$ cat config.mk
export PLATFORM = sky130hd
export DESIGN_NAME = text_tokenizer_with_comments_top_flat
export DESIGN_NICKNAME = d
export VERILOG_FILES = /design/src/rtl/tt_pkg.sv /design/src/rtl/tt_if.sv /design/src/rtl/tt_front.sv /design/src/rtl/tt_queue.sv /design/src/rtl/tt_back.sv /design/src/rtl/text_tokenizer_with_comments_top.sv /design/src/flat_wrapper.sv
export SDC_FILE = /design/constraint.sdc
export NUM_CORES = 1
export LEC_CHECK = 0
export ABC_CLOCK_PERIOD_IN_PS = 4400
export BUFFER_PORTS_ARGS = -buffer_cell sky130_fd_sc_hd__buf_4
export CORE_MARGIN = 5
export CORE_UTILIZATION = 60
export DETAILED_ROUTE_END_ITERATION = 6
export GPL_TIMING_DRIVEN = 0
export MAX_ROUTING_LAYER = met4
export PLACE_DENSITY = 0.87
export SETUP_SLACK_MARGIN = 0.2
export SYNTH_ARGS = -nofsm -noshare
export SYNTH_HDL_FRONTEND = slang
export SYNTH_SLANG_ARGS = --single-unit
$ cat constraint.sdc
create_clock -name clk -period 4.4 [get_ports clk]
set_input_delay 0.44 -clock clk [delete_from_list [all_inputs] [get_ports clk]]
set_output_delay 0.44 -clock clk [all_outputs]
set_load 0.02 [all_outputs]
$ cat src/rtl/tt_pkg.sv
`default_nettype none

package tt_pkg;

    // Scanner modes between text bytes.
    typedef enum logic [2:0] {
        MODE_IDLE,
        MODE_SLASH,
        MODE_COMMENT,
        MODE_WORD,
        MODE_QUOTE
    } tt_mode_t;

    // Character codes that the scanner looks for.
    localparam logic [7:0] CH_NUL      = 8'h00;
    localparam logic [7:0] CH_NEWLINE  = 8'h0A;
    localparam logic [7:0] CH_QUOTE    = 8'h22;
    localparam logic [7:0] CH_SLASH    = 8'h2F;
    localparam logic [7:0] SPACE_LIMIT = 8'd32;

    // Depth of the queue between the scanner and the output stage.
    localparam int QUEUE_DEPTH = 4;

    // One result as it leaves the block, without the last marker.
    typedef struct packed {
        logic       has_char;
        logic [7:0] char_out;
        logic       token_done;
        logic [6:0] token_len;
        logic       discarded;
        logic       text_done;
    } tt_result_t;

    // All results caused by one text byte. A second result, when present,
    // always carries a plain token character.
    typedef struct packed {
        tt_result_t res0;
        logic       two;
        logic [7:0] char2;
    } tt_entry_t;

endpackage

`default_nettype wire

$ cat src/rtl/tt_if.sv
`default_nettype none

// Text byte channel.
interface tt_in_if;
    logic       valid;
    logic       ready;
    logic [7:0] char_in;

    modport source (output valid, output char_in, input ready);
    modport sink (input valid, input char_in, output ready);
endinterface

// Token result channel.
interface tt_out_if;
    logic       valid;
    logic       ready;
    logic       has_char;
    logic [7:0] char_out;
    logic       token_done;
    logic [6:0] token_len;
    logic       discarded;
    logic       text_done;
    logic       last;

    modport source (output valid, output has_char, output char_out, output token_done,
                    output token_len, output discarded, output text_done, output last,
                    input ready);
    modport sink (input valid, input has_char, input char_out, input token_done,
                  input token_len, input discarded, input text_done, input last,
                  output ready);
endinterface

`default_nettype wire

$ cat src/rtl/tt_front.sv
`default_nettype none

module tt_front
    import tt_pkg::*;
#(
    parameter int MAX_TOKEN = 128
)
(
    input  wire logic  clk,
    input  wire logic  rst_n,
    tt_in_if.sink      text_in,
    input  wire logic  full,
    output logic       push,
    output tt_entry_t  entry
);

    localparam int CW = $clog2(MAX_TOKEN + 1);
    localparam int LW = CW + 7;
    localparam logic [CW-1:0] KEEP_MAX   = CW'(MAX_TOKEN);
    localparam logic [CW-1:0] QUOTE_MAX  = CW'(MAX_TOKEN - 1);
    localparam logic [CW-1:0] KEPT_ONE   = CW'(1);
    localparam logic [CW-1:0] KEPT_TWO   = CW'(2);

    tt_mode_t      mode_reg, mode_next;
    logic [CW-1:0] kept_reg, kept_next;
    logic [LW-1:0] kept_ext;
    logic [6:0]    kept_len;
    logic [7:0]    c;
    logic          is_space;
    logic          is_nul;
    logic          accept;
    logic          produce;
    tt_entry_t     ent;

    assign c        = text_in.char_in;
    assign is_space = (c <= SPACE_LIMIT) || c[7];
    assign is_nul   = (c == CH_NUL);
    assign kept_ext = LW'(kept_reg);
    assign kept_len = kept_ext[6:0];

    // A byte is taken whenever the queue has room for its results.
    assign text_in.ready = !full;
    assign accept        = text_in.valid && !full;
    assign push          = accept && produce;
    assign entry         = ent;

    // Next scanner mode and kept character count.
    always_comb
    begin
        mode_next = mode_reg;
        kept_next = kept_reg;
        case (mode_reg)
            MODE_SLASH:
            begin
                if (c == CH_SLASH)
                begin
                    mode_next = MODE_COMMENT;
                end
                else if (is_space)
                begin
                    mode_next = MODE_IDLE;
                    kept_next = '0;
                end
                else
                begin
                    mode_next = MODE_WORD;
                    kept_next = KEPT_TWO;
                end
            end
            MODE_COMMENT:
            begin
                if (is_nul || c == CH_NEWLINE)
                begin
                    mode_next = MODE_IDLE;
                end
            end
            MODE_WORD:
            begin
                if (is_space)
                begin
                    mode_next = MODE_IDLE;
                    kept_next = '0;
                end
                else if (kept_reg < KEEP_MAX)
                begin
                    kept_next = kept_reg + KEPT_ONE;
                end
            end
            MODE_QUOTE:
            begin
                if (c == CH_QUOTE || is_nul)
                begin
                    mode_next = MODE_IDLE;
                    kept_next = '0;
                end
                else if (kept_reg < QUOTE_MAX)
                begin
                    kept_next = kept_reg + KEPT_ONE;
                end
            end
            default:
            begin
                mode_next = MODE_IDLE;
                kept_next = '0;
                if (is_space)
                begin
                    mode_next = MODE_IDLE;
                end
                else if (c == CH_SLASH)
                begin
                    mode_next = MODE_SLASH;
                end
                else if (c == CH_QUOTE)
                begin
                    mode_next = MODE_QUOTE;
                end
                else
                begin
                    mode_next = MODE_WORD;
                    kept_next = KEPT_ONE;
                end
            end
        endcase
    end

    // Results caused by the current byte.
    always_comb
    begin
        ent     = '0;
        produce = 1'b0;
        case (mode_reg)
            MODE_SLASH:
            begin
                if (c != CH_SLASH)
                begin
                    produce                = 1'b1;
                    ent.res0.has_char      = 1'b1;
                    ent.res0.char_out      = CH_SLASH;
                    if (is_space)
                    begin
                        ent.res0.token_done = 1'b1;
                        ent.res0.token_len  = 7'd1;
                        ent.res0.text_done  = is_nul;
                    end
                    else
                    begin
                        ent.two   = 1'b1;
                        ent.char2 = c;
                    end
                end
            end
            MODE_COMMENT:
            begin
                if (is_nul)
                begin
                    produce            = 1'b1;
                    ent.res0.text_done = 1'b1;
                end
            end
            MODE_WORD:
            begin
                if (is_space)
                begin
                    produce             = 1'b1;
                    ent.res0.token_done = 1'b1;
                    ent.res0.discarded  = (kept_reg >= KEEP_MAX);
                    ent.res0.token_len  = (kept_reg >= KEEP_MAX) ? 7'd0 : kept_len;
                    ent.res0.text_done  = is_nul;
                end
                else if (kept_reg < KEEP_MAX)
                begin
                    produce           = 1'b1;
                    ent.res0.has_char = 1'b1;
                    ent.res0.char_out = c;
                end
            end
            MODE_QUOTE:
            begin
                if (c == CH_QUOTE || is_nul)
                begin
                    produce             = 1'b1;
                    ent.res0.token_done = 1'b1;
                    ent.res0.token_len  = kept_len;
                    ent.res0.text_done  = is_nul;
                end
                else if (kept_reg < QUOTE_MAX)
                begin
                    produce           = 1'b1;
                    ent.res0.has_char = 1'b1;
                    ent.res0.char_out = c;
                end
            end
            default:
            begin
                if (is_nul)
                begin
                    produce            = 1'b1;
                    ent.res0.text_done = 1'b1;
                end
                else if (!is_space && c != CH_SLASH && c != CH_QUOTE)
                begin
                    produce           = 1'b1;
                    ent.res0.has_char = 1'b1;
                    ent.res0.char_out = c;
                end
            end
        endcase
    end

    // Scanner state advances on every accepted byte.
    always_ff @(posedge clk or negedge rst_n)
    begin
        if (!rst_n)
        begin
            mode_reg <= MODE_IDLE;
            kept_reg <= '0;
        end
        else if (accept)
        begin
            mode_reg <= mode_next;
            kept_reg <= kept_next;
        end
    end

endmodule

`default_nettype wire

$ cat src/rtl/tt_queue.sv
`default_nettype none

module tt_queue
    import tt_pkg::*;
(
    input  wire logic       clk,
    input  wire logic       rst_n,
    input  wire logic       push,
    input  wire tt_entry_t  push_entry,
    input  wire logic       pop,
    output tt_entry_t       head,
    output logic            full,
    output logic            empty
);

    localparam int PW = $clog2(QUEUE_DEPTH);
    localparam int NW = $clog2(QUEUE_DEPTH + 1);
    localparam logic [PW-1:0] PTR_ONE   = PW'(1);
    localparam logic [NW-1:0] COUNT_ONE = NW'(1);
    localparam logic [NW-1:0] COUNT_MAX = NW'(QUEUE_DEPTH);

    tt_entry_t     slot_reg [QUEUE_DEPTH];
    logic [PW-1:0] wr_ptr_reg, rd_ptr_reg;
    logic [NW-1:0] count_reg;
    logic          do_push, do_pop;

    assign full    = (count_reg == COUNT_MAX);
    assign empty   = (count_reg == '0);
    assign do_push = push && !full;
    assign do_pop  = pop && !empty;
    assign head    = slot_reg[rd_ptr_reg];

    // Pointers and fill count; the depth is a power of two so pointers wrap.
    always_ff @(posedge clk or negedge rst_n)
    begin
        if (!rst_n)
        begin
            wr_ptr_reg <= '0;
            rd_ptr_reg <= '0;
            count_reg  <= '0;
        end
        else
        begin
            if (do_push)
            begin
                wr_ptr_reg <= wr_ptr_reg + PTR_ONE;
            end
            if (do_pop)
            begin
                rd_ptr_reg <= rd_ptr_reg + PTR_ONE;
            end
            if (do_push && !do_pop)
            begin
                count_reg <= count_reg + COUNT_ONE;
            end
            else if (do_pop && !do_push)
            begin
                count_reg <= count_reg - COUNT_ONE;
            end
        end
    end

    // Entry storage.
    always_ff @(posedge clk)
    begin
        if (do_push)
        begin
            slot_reg[wr_ptr_reg] <= push_entry;
        end
    end

endmodule

`default_nettype wire

$ cat src/rtl/tt_back.sv
`default_nettype none

module tt_back
    import tt_pkg::*;
(
    input  wire logic       clk,
    input  wire logic       rst_n,
    input  wire tt_entry_t  head,
    input  wire logic       empty,
    output logic            pop,
    tt_out_if.source        token_out
);

    logic       out_valid_reg, out_valid_next;
    tt_result_t out_res_reg, out_res_next;
    logic       out_last_reg, out_last_next;
    logic       phase_reg, phase_next;
    logic       load;
    logic       take;
    tt_result_t second;

    // The second result of a pair is always a plain token character.
    always_comb
    begin
        second          = '0;
        second.has_char = 1'b1;
        second.char_out = head.char2;
    end

    assign load = !out_valid_reg || token_out.ready;
    assign take = load && !empty;

    // Pick the next result from the queue head; a pair takes two turns.
    always_comb
    begin
        pop           = 1'b0;
        phase_next    = phase_reg;
        out_res_next  = head.res0;
        out_last_next = 1'b1;
        if (take)
        begin
            if (head.two && !phase_reg)
            begin
                out_last_next = 1'b0;
                phase_next    = 1'b1;
            end
            else if (head.two)
            begin
                out_res_next = second;
                pop          = 1'b1;
                phase_next   = 1'b0;
            end
            else
            begin
                pop = 1'b1;
            end
        end
    end

    assign out_valid_next = take ? 1'b1 : (token_out.ready ? 1'b0 : out_valid_reg);

    always_ff @(posedge clk or negedge rst_n)
    begin
        if (!rst_n)
        begin
            out_valid_reg <= 1'b0;
            phase_reg     <= 1'b0;
        end
        else
        begin
            out_valid_reg <= out_valid_next;
            phase_reg     <= phase_next;
        end
    end

    // Output payload register.
    always_ff @(posedge clk)
    begin
        if (take)
        begin
            out_res_reg  <= out_res_next;
            out_last_reg <= out_last_next;
        end
    end

    assign token_out.valid      = out_valid_reg;
    assign token_out.has_char   = out_res_reg.has_char;
    assign token_out.char_out   = out_res_reg.char_out;
    assign token_out.token_done = out_res_reg.token_done;
    assign token_out.token_len  = out_res_reg.token_len;
    assign token_out.discarded  = out_res_reg.discarded;
    assign token_out.text_done  = out_res_reg.text_done;
    assign token_out.last       = out_last_reg;

endmodule

`default_nettype wire

$ cat src/rtl/text_tokenizer_with_comments_top.sv
`default_nettype none

// Streaming tokenizer: text bytes go in one per request and token characters
// come out one per request, each token closed by a result that carries its
// kept length. The scanner takes one byte every cycle while its four-entry
// result queue has room, and the output stage delivers one result per cycle
// while the receiver is ready, so the sustained rate is one byte per cycle
// then. The only byte that causes two results is the one after a lone leading
// slash; the output stage hands out its two results one after the other. An
// accepted byte's results pass through the queue and then the output register.
module text_tokenizer_with_comments_top
    import tt_pkg::*;
#(
    parameter int MAX_TOKEN = 128
)
(
    input  wire logic  clk,
    input  wire logic  rst_n,
    tt_in_if.sink      text_in,
    tt_out_if.source   token_out
);

    logic      push;
    logic      pop;
    logic      full;
    logic      empty;
    tt_entry_t push_entry;
    tt_entry_t head;

    // Scanner: classifies each byte and updates the token state.
    tt_front #(
        .MAX_TOKEN (MAX_TOKEN)
    ) u_front (
        .clk     (clk),
        .rst_n   (rst_n),
        .text_in (text_in),
        .full    (full),
        .push    (push),
        .entry   (push_entry)
    );

    // Result queue between scanner and output stage.
    tt_queue u_queue (
        .clk        (clk),
        .rst_n      (rst_n),
        .push       (push),
        .push_entry (push_entry),
        .pop        (pop),
        .head       (head),
        .full       (full),
        .empty      (empty)
    );

    // Output stage: splits pairs and marks the last result of each byte.
    tt_back u_back (
        .clk       (clk),
        .rst_n     (rst_n),
        .head      (head),
        .empty     (empty),
        .pop       (pop),
        .token_out (token_out)
    );

endmodule

`default_nettype wire

$ cat src/flat_wrapper.sv
// flat-port wrapper written by rule: the top's interface ports become plain ports
module text_tokenizer_with_comments_top_flat import tt_pkg::*;
#(
    parameter int MAX_TOKEN = 128
)
  (clk, rst_n, text_in_valid, text_in_char_in, text_in_ready, token_out_valid, token_out_has_char, token_out_char_out, token_out_token_done, token_out_token_len, token_out_discarded, token_out_text_done, token_out_last, token_out_ready);
  tt_in_if text_in_i ();
  tt_out_if token_out_i ();
  input  wire logic clk;
  input  wire logic rst_n;
  input wire logic [$bits(text_in_i.valid)-1:0] text_in_valid;
  input wire logic [$bits(text_in_i.char_in)-1:0] text_in_char_in;
  output wire logic [$bits(text_in_i.ready)-1:0] text_in_ready;
  output wire logic [$bits(token_out_i.valid)-1:0] token_out_valid;
  output wire logic [$bits(token_out_i.has_char)-1:0] token_out_has_char;
  output wire logic [$bits(token_out_i.char_out)-1:0] token_out_char_out;
  output wire logic [$bits(token_out_i.token_done)-1:0] token_out_token_done;
  output wire logic [$bits(token_out_i.token_len)-1:0] token_out_token_len;
  output wire logic [$bits(token_out_i.discarded)-1:0] token_out_discarded;
  output wire logic [$bits(token_out_i.text_done)-1:0] token_out_text_done;
  output wire logic [$bits(token_out_i.last)-1:0] token_out_last;
  input wire logic [$bits(token_out_i.ready)-1:0] token_out_ready;
  assign text_in_i.valid = text_in_valid;
  assign text_in_i.char_in = text_in_char_in;
  assign text_in_ready = text_in_i.ready;
  assign token_out_valid = token_out_i.valid;
  assign token_out_has_char = token_out_i.has_char;
  assign token_out_char_out = token_out_i.char_out;
  assign token_out_token_done = token_out_i.token_done;
  assign token_out_token_len = token_out_i.token_len;
  assign token_out_discarded = token_out_i.discarded;
  assign token_out_text_done = token_out_i.text_done;
  assign token_out_last = token_out_i.last;
  assign token_out_i.ready = token_out_ready;
  text_tokenizer_with_comments_top #(.MAX_TOKEN(MAX_TOKEN)) u_core (.clk(clk), .rst_n(rst_n), .text_in(text_in_i), .token_out(token_out_i));
endmodule
==> flow_metrics.env, run 1 <==
export IMPL_fin_area_mm2=0.00766
export IMPL_area_growth_pct=15.9
export IMPL_syn_area_mm2=0.00662
export IMPL_startpoint_type="register"
export IMPL_cp_cell_sequence="clkbuf_1 -> nor3b_2 -> o21ai_0 -> o311a_1 -> a311oi_4 -> ha_1 -> inv_1 -> fa_1 -> xor2_1 -> nor2_1 -> xor2_1"
export IMPL_dp_slack_ns=0.718
export IMPL_met3WireLength_um=1110
export IMPL_vdd_drop_max_uv=404
export IMPL_clkSinkCount=152
export IMPL_n_fill_cell=681
export IMPL_intPower_mw=3.65
export IMPL_synth_area_leaders="edfxtp_1, dfrtp_1, mux4_2"
export IMPL_worst_slack_ns=0.882
export IMPL_drt_total_wl_um=14400
export IMPL_antenna_found_initial=0
export IMPL_synthTopCellsByCount="edfxtp_1, nand2_1, dfrtp_1"
export IMPL_yosysMostFrequentCell="edfxtp_1"
export IMPL_final_hold_violation_count=0
export IMPL_cts_buffers=17
export IMPL_fin_crit_ns=3.52
export IMPL_clk_latency_ns=0.53
export IMPL_hp_start="token_out_ready"
export IMPL_slowest_stage="nor3b_2"
export IMPL_status="complete, no violations"
export IMPL_min_period_over_period_pct=79.9
export IMPL_power_frac_comb_pct=32.2
export IMPL_min_to="u_core.u_back.token_out.valid"
export IMPL_maxSlewViolCount=0
export IMPL_die_area_mm2=0.0132
export IMPL_wl_met2_um=7290
export IMPL_slew_headroom_pct=33.2
export IMPL_ctsResizeCount=0
export IMPL_ios=34
export IMPL_leakage_nw=2.88
export IMPL_power_density_mw_per_mm2=695
export IMPL_die_w_um=115
export IMPL_critPathBufInv=2
export IMPL_rsz0062_at_grt="no"
export IMPL_endpoint_kind="register"
export IMPL_grt_pass1_vias=4154
export IMPL_ys_ff_latch=152
export IMPL_cts_buffer_depth=2
export IMPL_clock_skew_ns=0.00906
export IMPL_r2r_setup_slack_ns=0.88
export IMPL_yosys_area_top_type="edfxtp_1"
export IMPL_reg2reg_from="u_core.u_front.mode_reg[1]"
export IMPL_drt_pre_antenna_iters=5
export IMPL_crit_top_cell="xor2_1"
export IMPL_pwr_share_seq_pct=39.9
export IMPL_grt_ovfl_total=0
export IMPL_cap_viol_max_count=0
export IMPL_timing_fmax_ghz=0.284
export IMPL_rows=38
export IMPL_reg2reg_depth=11
export IMPL_drive_gt1_share_pct=21.9
export IMPL_place_gp_congestion=0.876
export IMPL_p_clk_share_pct=27.9
export IMPL_grtUsageTotal_pct=24.2
export IMPL_ctsRootBufferMaster="clkbuf_8"
export IMPL_routed_top_layer="met4"
export IMPL_whs_path_depth=2
export IMPL_syn_inst=442
export IMPL_cp_required_ns=4.85
export IMPL_synth_top_cell_area_share_pct=59.9
export IMPL_yosysWarnings=0
export IMPL_route_vias_total=4047
export IMPL_diodes=0
export IMPL_fp_dieH_um=115
export IMPL_portBuffers=31
export IMPL_worstPathMaxFanout=9
export IMPL_fin_setup_tns_ns=0
export IMPL_cts_tree="done"
export IMPL_hpwlAfterDp_um=8750
export IMPL_met1_length_um=5660
export IMPL_synthArstFlopShare_pct=13.2
export IMPL_avgSynthCellArea_um2=15.0
export IMPL_crit_path_max_incr_delay_ns=0.60
export IMPL_ys_seq_area_share_pct=67.5
export IMPL_finalSetupViolations=0
export IMPL_post_cts_buffers=0
export IMPL_switching_share_pct=31.4
export IMPL_crit_type="register to register"
export IMPL_initialDrtViolationCount=493
export IMPL_vias_per_cell=6.25
export IMPL_initial_core_util_pct=61.0
export IMPL_largest_register_ffs=112
export IMPL_htreeDepth=4
export IMPL_grt_pass1_wl_um=22800
export IMPL_placed_cell_area_mm2=0.00705
export IMPL_wl_per_cell_um=22.3
export IMPL_cp_top_family="compound AO/OA/AOI/OAI gates"
export IMPL_switchingPower_mw=1.67
export IMPL_fin_nets=517
export IMPL_clk_pin_slew_ns=0.06
export IMPL_synth_edf_count=132
export IMPL_postRouteAntennaNets=0
export IMPL_drc=0
export IMPL_min_path_type="input pin to register"
export IMPL_cp_arrival_ns=3.97
export IMPL_worstMarginPinSlew_ns=0.997
export IMPL_grt_max_degree=29
export IMPL_hold_buffers=1
export IMPL_core_mm2=0.0108
export IMPL_rr_endpoint="u_core.u_queue.count_reg[2]"
export IMPL_ys_flop_type="edfxtp_1"
export IMPL_ys_types=60
-- power groups by stage --
stage	logic (mW)	clock network (mW)	registers, mW
final	1.71	1.49	2.12
after detailed placement	1.67	0	2.14
after floorplan	1.02	0	2.24
after global placement	1.58	0	2.12
after global routing	1.83	1.57	2.16
after CTS	1.72	1.49	2.12
-- cell families (layout without fill, tap and decap cells) --
logic type / after synthesis / after routing / share of synthesized area, %
mux: 45 / 45 / 9.44
xor+xnor: 11 / 11 / 1.46
compound gates: 54 / 54 / 6.51
fa+ha+maj: 8 / 8 / 1.63
other cells: 1 / 4 / 0.0567
flops: 152 / 152 / 67.5
simple gates: 144 / 144 / 11.6
buf+inv: 27 / 90 / 1.85
-- layout make-up --
class                   instances  area, um^2  area share (%)
flip-flops and latches        152        4460            58.2
multi-input cells             266        2040            26.7
clock buffers                  19         422            5.50
repair buffers                 33         258            3.36
clock inverters                11         180            2.35
well taps                     140         175            2.29
plain buffers                  18        88.8            1.16
inverters                       9        33.8           0.441
-- worst reg2reg max path, cell delays in order, from the launching register on --
cell	delay (ns)
dfrtp_1	0.36
clkbuf_1	0.19
nor3b_2	0.60
o21ai_0	0.43
o311a_1	0.24
a311oi_4	0.39
ha_1	0.27
inv_1	0.07
fa_1	0.43
xor2_1	0.17
nor2_1	0.13
xor2_1	0.16
-- layer usage --
layer	up-vias	global-route usage, %
met5	-	-
met4	0	10.2
met3	36	4.37
met2	237	37.8
met1	1995	31.7
li1	1779	-
-- cell usage in the layout (no fill, tap or decap), drive strengths merged, types with 6 or more instances in the layout --
cell type / netlist / routed
nor2b: 8 / 8
xnor2: 8 / 8
and3: 17 / 17
buf: 8 / 40
dfrtp: 20 / 20
mux2i: 17 / 17
clkbuf: 10 / 29
mux4: 12 / 12
and2: 23 / 23
a211oi: 10 / 10
mux2: 16 / 16
nor2: 10 / 10
o21ai: 7 / 7
edfxtp: 132 / 132
ha: 7 / 7
nor3: 7 / 7
nand2: 51 / 51
nand3: 6 / 6
inv: 9 / 9
-- per-stage QoR --
stage	cells	hold slack (ns)	util [%]	power [mW]
after floorplan	445	0.144	-	3.26
after global placement	616	0.347	64.9	3.70
after detailed placement	617	0.349	65.1	3.81
after CTS	648	0.119	70.7	5.34
after global routing	648	0.129	70.7	5.55
final	648	0.123	70.7	5.33
-- how the worst max path moves through the flow --
stage / start / end / slack, ns / depth (start not counted)
after floorplan: text_in_char_in[1] / u_core.u_queue.count_reg[2] / 1.21 / 12
after global placement: token_out_ready / u_core.u_queue.count_reg[1] / 0.34 / 8
after detailed placement: text_in_char_in[0] / u_core.u_queue.count_reg[2] / 0.72 / 11
after CTS: u_core.u_front.mode_reg[1] / u_core.u_queue.count_reg[2] / 0.91 / 11
after global routing: u_core.u_front.mode_reg[1] / u_core.u_queue.count_reg[2] / 0.66 / 11
final: u_core.u_front.mode_reg[1] / u_core.u_queue.count_reg[2] / 0.88 / 11
Power figures use the tool's default switching activity.
==> inputs of run 2 (changes only) <==
--- a/config.mk
+++ b/config.mk
@@ -5,14 +5,14 @@
 export SDC_FILE = /design/constraint.sdc
 export NUM_CORES = 1
 export LEC_CHECK = 0
-export ABC_CLOCK_PERIOD_IN_PS = 4400
+export ABC_CLOCK_PERIOD_IN_PS = 2900
 export BUFFER_PORTS_ARGS = -buffer_cell sky130_fd_sc_hd__buf_4
 export CORE_MARGIN = 5
-export CORE_UTILIZATION = 60
+export CORE_UTILIZATION = 55
 export DETAILED_ROUTE_END_ITERATION = 6
 export GPL_TIMING_DRIVEN = 0
 export MAX_ROUTING_LAYER = met4
-export PLACE_DENSITY = 0.87
+export PLACE_DENSITY = 0.85
 export SETUP_SLACK_MARGIN = 0.2
 export SYNTH_ARGS = -nofsm -noshare
 export SYNTH_HDL_FRONTEND = slang
==> constraint.sdc (replaced) <==
create_clock -name clk -period 2.9 [get_ports clk]
set_input_delay 0.29 -clock clk [delete_from_list [all_inputs] [get_ports clk]]
set_output_delay 0.29 -clock clk [all_outputs]
set_load 0.02 [all_outputs]
==> run 2 against run 1 <==
Compared with the run above:
- cell count rose by 4.0%
- cell area rose by 3.3%
- critical endpoint unchanged
- total power rose by 54%
- first-iteration DRC count rose by 30%
- utilization fell by 4.2 points
- worst hold slack got worse by 0.052 ns
==> flow_metrics.env, run 2 (synthesis results as in run 1) <==
export IMPL_hpwlAfterDp_um=8560
export IMPL_power_density_mw_per_mm2=1040
export IMPL_ios=34
export IMPL_portBuffers=31
export IMPL_drive_gt1_share_pct=28.3
export IMPL_die_area_mm2=0.0143
export IMPL_dp_slack_ns=-0.524
export IMPL_pwr_share_seq_pct=39.4
export IMPL_clkSinkCount=152
export IMPL_clk_pin_slew_ns=0.06
export IMPL_grt_pass1_wl_um=22600
export IMPL_fin_nets=534
export IMPL_grtUsageTotal_pct=21.7
export IMPL_area_growth_pct=19.7
export IMPL_cp_top_family="simple AND/OR/NAND/NOR gates"
export IMPL_wl_per_cell_um=22.6
export IMPL_finalSetupViolations=0
export IMPL_rows=40
export IMPL_cp_cell_sequence="buf_4 -> or4_4 -> nor3_2 -> a21oi_1 -> a311oi_4 -> ha_2 -> inv_2 -> fa_2 -> xor2_1 -> nor2_1 -> xor2_1"
export IMPL_postRouteAntennaNets=0
export IMPL_whs_path_depth=2
export IMPL_cp_depth=11
export IMPL_worst_slack_ns=0.0837
export IMPL_maxSlewViolCount=0
export IMPL_min_path_type="input pin to register"
export IMPL_cp_required_ns=3.24
export IMPL_largest_register_ffs=112
export IMPL_grt_max_degree=29
export IMPL_hp_start="token_out_ready"
export IMPL_critPathBufInv=2
export IMPL_initialDrtViolationCount=642
export IMPL_timing_fmax_ghz=0.355
export IMPL_die_w_um=120
export IMPL_mostFrequentLayoutCell="edfxtp_1"
export IMPL_leakage_nw=2.99
export IMPL_clock_skew_ns=0.00731
export IMPL_r2r_setup_slack_ns=0.11
export IMPL_intPower_mw=5.58
export IMPL_diodes=0
export IMPL_min_period_over_period_pct=97.1
export IMPL_drt_total_wl_um=15300
export IMPL_crit_top_cell="xor2_1"
export IMPL_slew_headroom_pct=45.5
export IMPL_reg2reg_depth=10
export IMPL_drt_pre_antenna_iters=5
export IMPL_grt_ovfl_total=0
export IMPL_fp_dieH_um=120
export IMPL_fin_area_mm2=0.00792
export IMPL_p_clk_share_pct=26.5
export IMPL_route_vias_total=4261
export IMPL_htreeDepth=4
export IMPL_worstMarginPinSlew_ns=0.814
export IMPL_fin_crit_ns=2.82
export IMPL_rr_endpoint="u_core.u_queue.count_reg[2]"
export IMPL_startpoint_type="input pin"
export IMPL_placed_cell_area_mm2=0.00708
export IMPL_power_frac_comb_pct=34.2
export IMPL_status="complete, no violations"
export IMPL_grt_pass1_vias=4087
export IMPL_crit_type="input pin to register"
export IMPL_worstPathMaxFanout=7
export IMPL_core_mm2=0.0119
export IMPL_post_route_util_pct=66.5
export IMPL_slowest_stage="or4_4"
export IMPL_place_gp_congestion=0.940
export IMPL_n_fill_cell=755
export IMPL_drc=0
export IMPL_cap_viol_max_count=0
export IMPL_rsz0062_at_grt="yes"
export IMPL_cts_buffer_depth=2
export IMPL_cts_buffers=17
export IMPL_layout_common_cells="edfxtp_1, nand2_1, buf_4, and2_1, dfrtp_1"
export IMPL_clk_latency_ns=0.42
export IMPL_crit_path_max_incr_delay_ns=0.56
export IMPL_endpoint_kind="register"
export IMPL_cts_tree="done"
export IMPL_min_to="u_core.u_back.token_out.valid"
export IMPL_switchingPower_mw=2.64
export IMPL_vdd_drop_max_uv=419
export IMPL_initial_core_util_pct=55.5
export IMPL_switching_share_pct=32.1
export IMPL_final_hold_violation_count=0
export IMPL_ctsRootBufferMaster="clkbuf_16"
export IMPL_antenna_found_initial=0
export IMPL_cp_arrival_ns=3.16
export IMPL_vias_per_cell=6.32
export IMPL_reg2reg_from="u_core.u_front.mode_reg[1]"
-- run 2: cell types whose count changed in the layout (fill, tap and decap cells not counted), moves of 3 or more --
cell and delta:
buf_6 +4, and2_2 -4, clkbuf_1 -6, buf_4 +15
clkinvlp_4 +3, and2_4 +4
-- run 2: layer usage --
metal  track usage (%)  vias up  wire length [um]  share of wire (%)
met3              5.18       61              1390                9.1
met4              9.23        0               565                3.7
met2              35.2      291              7680                 50
met5                 -        -                 0                  0
li1                  -     1820                 -                  -
met1              26.2     2089              5620                 37
-- run 2: layout make-up --
class,count,area (um^2),area share (%)
clock inverters,15,160,2.02
plain buffers,18,121,1.53
well taps,147,184,2.32
flip-flops and latches,152,4470,56.4
clock buffers,17,425,5.37
repair buffers,49,378,4.77
multi-input cells,267,2150,27.1
inverters,9,33.8,0.427
-- run 2: timing repair --
item,in CTS,in global routing
endpoints found under the setup margin,154,111
gates resized for setup,11,22
setup buffers,3,14
hold buffers,1,0
pin swaps,6,9
cloned,0,1
endpoints found under the hold margin,20,0
-- run 2: stage by stage --
stage,TNS (ns),hold WS (ns),std cells,power [mW]
global route,0,0.0780,674,8.57
finish,0,0.0710,674,8.22
detailed placement,-56.24,0.183,623,5.75
CTS,0,0.0783,659,8.00
global placement,-49.59,0.185,623,5.64
floorplan,0,-0.00559,445,4.95
-- run 2: worst max path at each step --
stage	start	to	slack (ns)
floorplan	text_in_char_in[5]	u_core.u_queue.count_reg[2]	0.04
global placement	u_core.u_front.mode_reg[1]	u_core.u_queue.count_reg[2]	-0.44
CTS	u_core.u_front.mode_reg[1]	u_core.u_queue.slot_reg[2][19]	0.15
detailed placement	u_core.u_front.mode_reg[1]	u_core.u_queue.count_reg[2]	-0.52
global route	u_core.u_front.mode_reg[1]	u_core.u_queue.count_reg[2]	0.02
finish	text_in_char_in[0]	u_core.u_queue.count_reg[2]	0.08
-- run 2: power by group through the flow --
stage	combinational [mW]	clock (mW)	sequential (mW)
final	2.81	2.18	3.23
after global placement	2.42	0	3.21
after detailed placement	2.50	0	3.25
after CTS	2.60	2.18	3.22
after global routing	3.00	2.30	3.27
after floorplan	1.55	0	3.40
==> inputs of run 3 (changes only) <==
--- a/config.mk
+++ b/config.mk
@@ -6,14 +6,15 @@
 export NUM_CORES = 1
 export LEC_CHECK = 0
 export ABC_CLOCK_PERIOD_IN_PS = 2900
-export BUFFER_PORTS_ARGS = -buffer_cell sky130_fd_sc_hd__buf_4
 export CORE_MARGIN = 5
-export CORE_UTILIZATION = 55
+export CORE_UTILIZATION = 57
 export DETAILED_ROUTE_END_ITERATION = 6
+export DONT_BUFFER_PORTS = 1
 export GPL_TIMING_DRIVEN = 0
 export MAX_ROUTING_LAYER = met4
-export PLACE_DENSITY = 0.85
+export PLACE_DENSITY = 0.84
 export SETUP_SLACK_MARGIN = 0.2
 export SYNTH_ARGS = -nofsm -noshare
 export SYNTH_HDL_FRONTEND = slang
 export SYNTH_SLANG_ARGS = --single-unit
+export TNS_END_PERCENT = 1
==> constraint.sdc (replaced) <==
create_clock -name clk -period 2.9 [get_ports clk]
set_input_delay 0.435 -clock clk [delete_from_list [all_inputs] [get_ports clk]]
set_output_delay 0.435 -clock clk [all_outputs]
set_load 0.02 [all_outputs]
==> run 3 against run 2 <==
Compared with the run above:
- sequential share of layout area grew 2.3 points
- register-to-register slack is essentially flat
- cell area shrank 3.9%
- combinational power shrank 19%
- non-clock buffer count shrank 38
- total power shrank 2.9%
- via count shrank 8.0%
- critical path depth shrank 6
- cell count shrank 6.4%
- first-iteration DRC count shrank 26%
- critical endpoint is now u_core.u_queue.slot_reg[3][0]
- largest cell class unchanged
- largest power group unchanged
- highest routed layer unchanged
==> flow_metrics.env, run 3 (synthesis results as in run 1) <==
export IMPL_status="complete, no violations"
export IMPL_leakage_nw=2.81
export IMPL_r2r_setup_slack_ns=0.12
export IMPL_endpoint_kind="register"
export IMPL_crit_path_max_incr_delay_ns=0.71
export IMPL_reg2reg_from="u_core.u_front.mode_reg[1]"
export IMPL_grt_pass1_wl_um=21300
export IMPL_initialDrtViolationCount=477
export IMPL_grt_max_degree=29
export IMPL_initial_core_util_pct=57.9
export IMPL_drc=0
export IMPL_rsz0062_at_grt="yes"
export IMPL_layout_common_cells="edfxtp_1, nand2_1, dfrtp_1, and2_1"
export IMPL_area_growth_pct=15.0
export IMPL_fin_area_mm2=0.00761
export IMPL_cts_buffer_depth=2
export IMPL_fin_setup_tns_ns=0
export IMPL_worstMarginPinSlew_ns=1.01
export IMPL_reg2reg_depth=5
export IMPL_cts_buffers=17
export IMPL_core_mm2=0.0114
export IMPL_antenna_found_initial=0
export IMPL_place_gp_congestion=0.904
export IMPL_placed_cell_area_mm2=0.00686
export IMPL_die_w_um=118
export IMPL_post_route_util_pct=66.6
export IMPL_slew_headroom_pct=32.8
export IMPL_clock_skew_ns=0.0105
export IMPL_largest_register_ffs=112
export IMPL_ctsRootBufferMaster="clkbuf_16"
export IMPL_final_hold_violation_count=0
export IMPL_clk_pin_slew_ns=0.06
export IMPL_die_area_mm2=0.0139
export IMPL_rows=39
export IMPL_hpwlAfterDp_um=8220
export IMPL_hp_start="token_out_ready"
export IMPL_grtUsageTotal_pct=20.7
export IMPL_rr_endpoint="u_core.u_queue.slot_reg[3][0]"
export IMPL_drt_total_wl_um=13700
export IMPL_vdd_drop_max_uv=694
export IMPL_min_path_type="input pin to register"
export IMPL_startpoint_type="register"
export IMPL_diodes=0
export IMPL_timing_fmax_ghz=0.360
export IMPL_fp_dieH_um=118
export IMPL_worstPathMaxFanout=28
export IMPL_fin_crit_ns=2.78
export IMPL_cap_viol_max_count=0
export IMPL_min_period_over_period_pct=95.8
export IMPL_fin_hold_ws_ns=0.141
export IMPL_slowest_stage="and2_2"
export IMPL_htreeDepth=4
export IMPL_whs_path_depth=1
export IMPL_route_vias_total=3921
export IMPL_fin_nets=495
export IMPL_grt_ovfl_total=0
export IMPL_vias_per_cell=6.21
export IMPL_cp_cell_sequence="buf_6 -> or3b_4 -> o311a_1 -> a311oi_4 -> and2_2"
export IMPL_crit_type="register to register"
export IMPL_cp_required_ns=2.95
export IMPL_drive_gt1_share_pct=22.3
export IMPL_clkSinkCount=152
export IMPL_finalSetupViolations=0
export IMPL_clk_latency_ns=0.43
export IMPL_power_density_mw_per_mm2=1050
export IMPL_wl_per_cell_um=21.7
export IMPL_grt_pass1_vias=3851
export IMPL_mostFrequentLayoutCell="edfxtp_1"
export IMPL_fin_total_pwr_mw=7.98
export IMPL_drt_pre_antenna_iters=5
export IMPL_cp_arrival_ns=2.83
export IMPL_portBuffers=0
export IMPL_cts_tree="done"
export IMPL_maxSlewViolCount=0
export IMPL_min_to="u_core.u_back.token_out.valid"
export IMPL_ios=34
export IMPL_postRouteAntennaNets=0
-- run 3: worst max-delay path, delay by kind of cell, from the launching register on --
kind,cells,cell delay (ns)
simple gates,2,1.08
buf+inv,1,0.15
flops,1,0.39
compound gates,2,0.74
-- run 3: worst max path at each step --
stage	startpoint	to	depth (start not counted)
finish	u_core.u_front.mode_reg[1]	u_core.u_queue.slot_reg[3][0]	5
global route	u_core.u_front.mode_reg[1]	u_core.u_queue.count_reg[2]	10
CTS	u_core.u_front.mode_reg[1]	u_core.u_queue.count_reg[2]	10
detailed placement	u_core.u_front.mode_reg[1]	u_core.u_queue.slot_reg[0][7]	6
global placement	u_core.u_queue.count_reg[0]	u_core.u_queue.count_reg[1]	7
floorplan	text_in_char_in[5]	u_core.u_queue.count_reg[2]	13
-- run 3: report_power, final --
part           switching [mW]  total [mW]  internal, mW
registers               0.373        3.42          3.05
clock network           0.910        2.28          1.37
logic                    1.31        2.27         0.954
total                    2.60        7.98          5.38
-- run 3: repair_timing --
| item | 4_1_cts | 5_1_grt |
|---|---|---|
| setup endpoints to repair | 182 | 119 |
| endpoints found under the hold margin | 20 | 0 |
| pin swaps | 5 | 5 |
| resized for setup | 8 | 10 |
| hold buffers | 1 | 0 |
| buffers inserted | 6 | 3 |
-- run 3: layer usage --
metal | vias to the layer above | wire (um) | global-route usage, %
li1 | 1739 | - | -
met2 | 208 | 6960 | 33.3
met1 | 1942 | 5390 | 26.7
met3 | 32 | 1050 | 4.52
met4 | 0 | 276 | 6.31
met5 | - | 0 | -
-- run 3: through the flow --
| step | setup slack, ns | instances |
|---|---|---|
| 2_1_floorplan | -0.101 | 445 |
| 3_3_place_gp | -1.18 | 588 |
| 3_5_place_dp | -0.645 | 589 |
| 4_1_cts | 0.0775 | 628 |
| 5_1_grt | 0.0241 | 631 |
| 6_report | 0.121 | 631 |
-- run 3: area by class of cell --
type                    instances  area [um^2]
clock buffers                  17          425
flip-flops and latches        152         4470
plain buffers                  18          115
well taps                     143          179
fillers                       786         3810
clock inverters                15          193
inverters                       9         33.8
repair buffers                 11          105
multi-input cells             266         2090
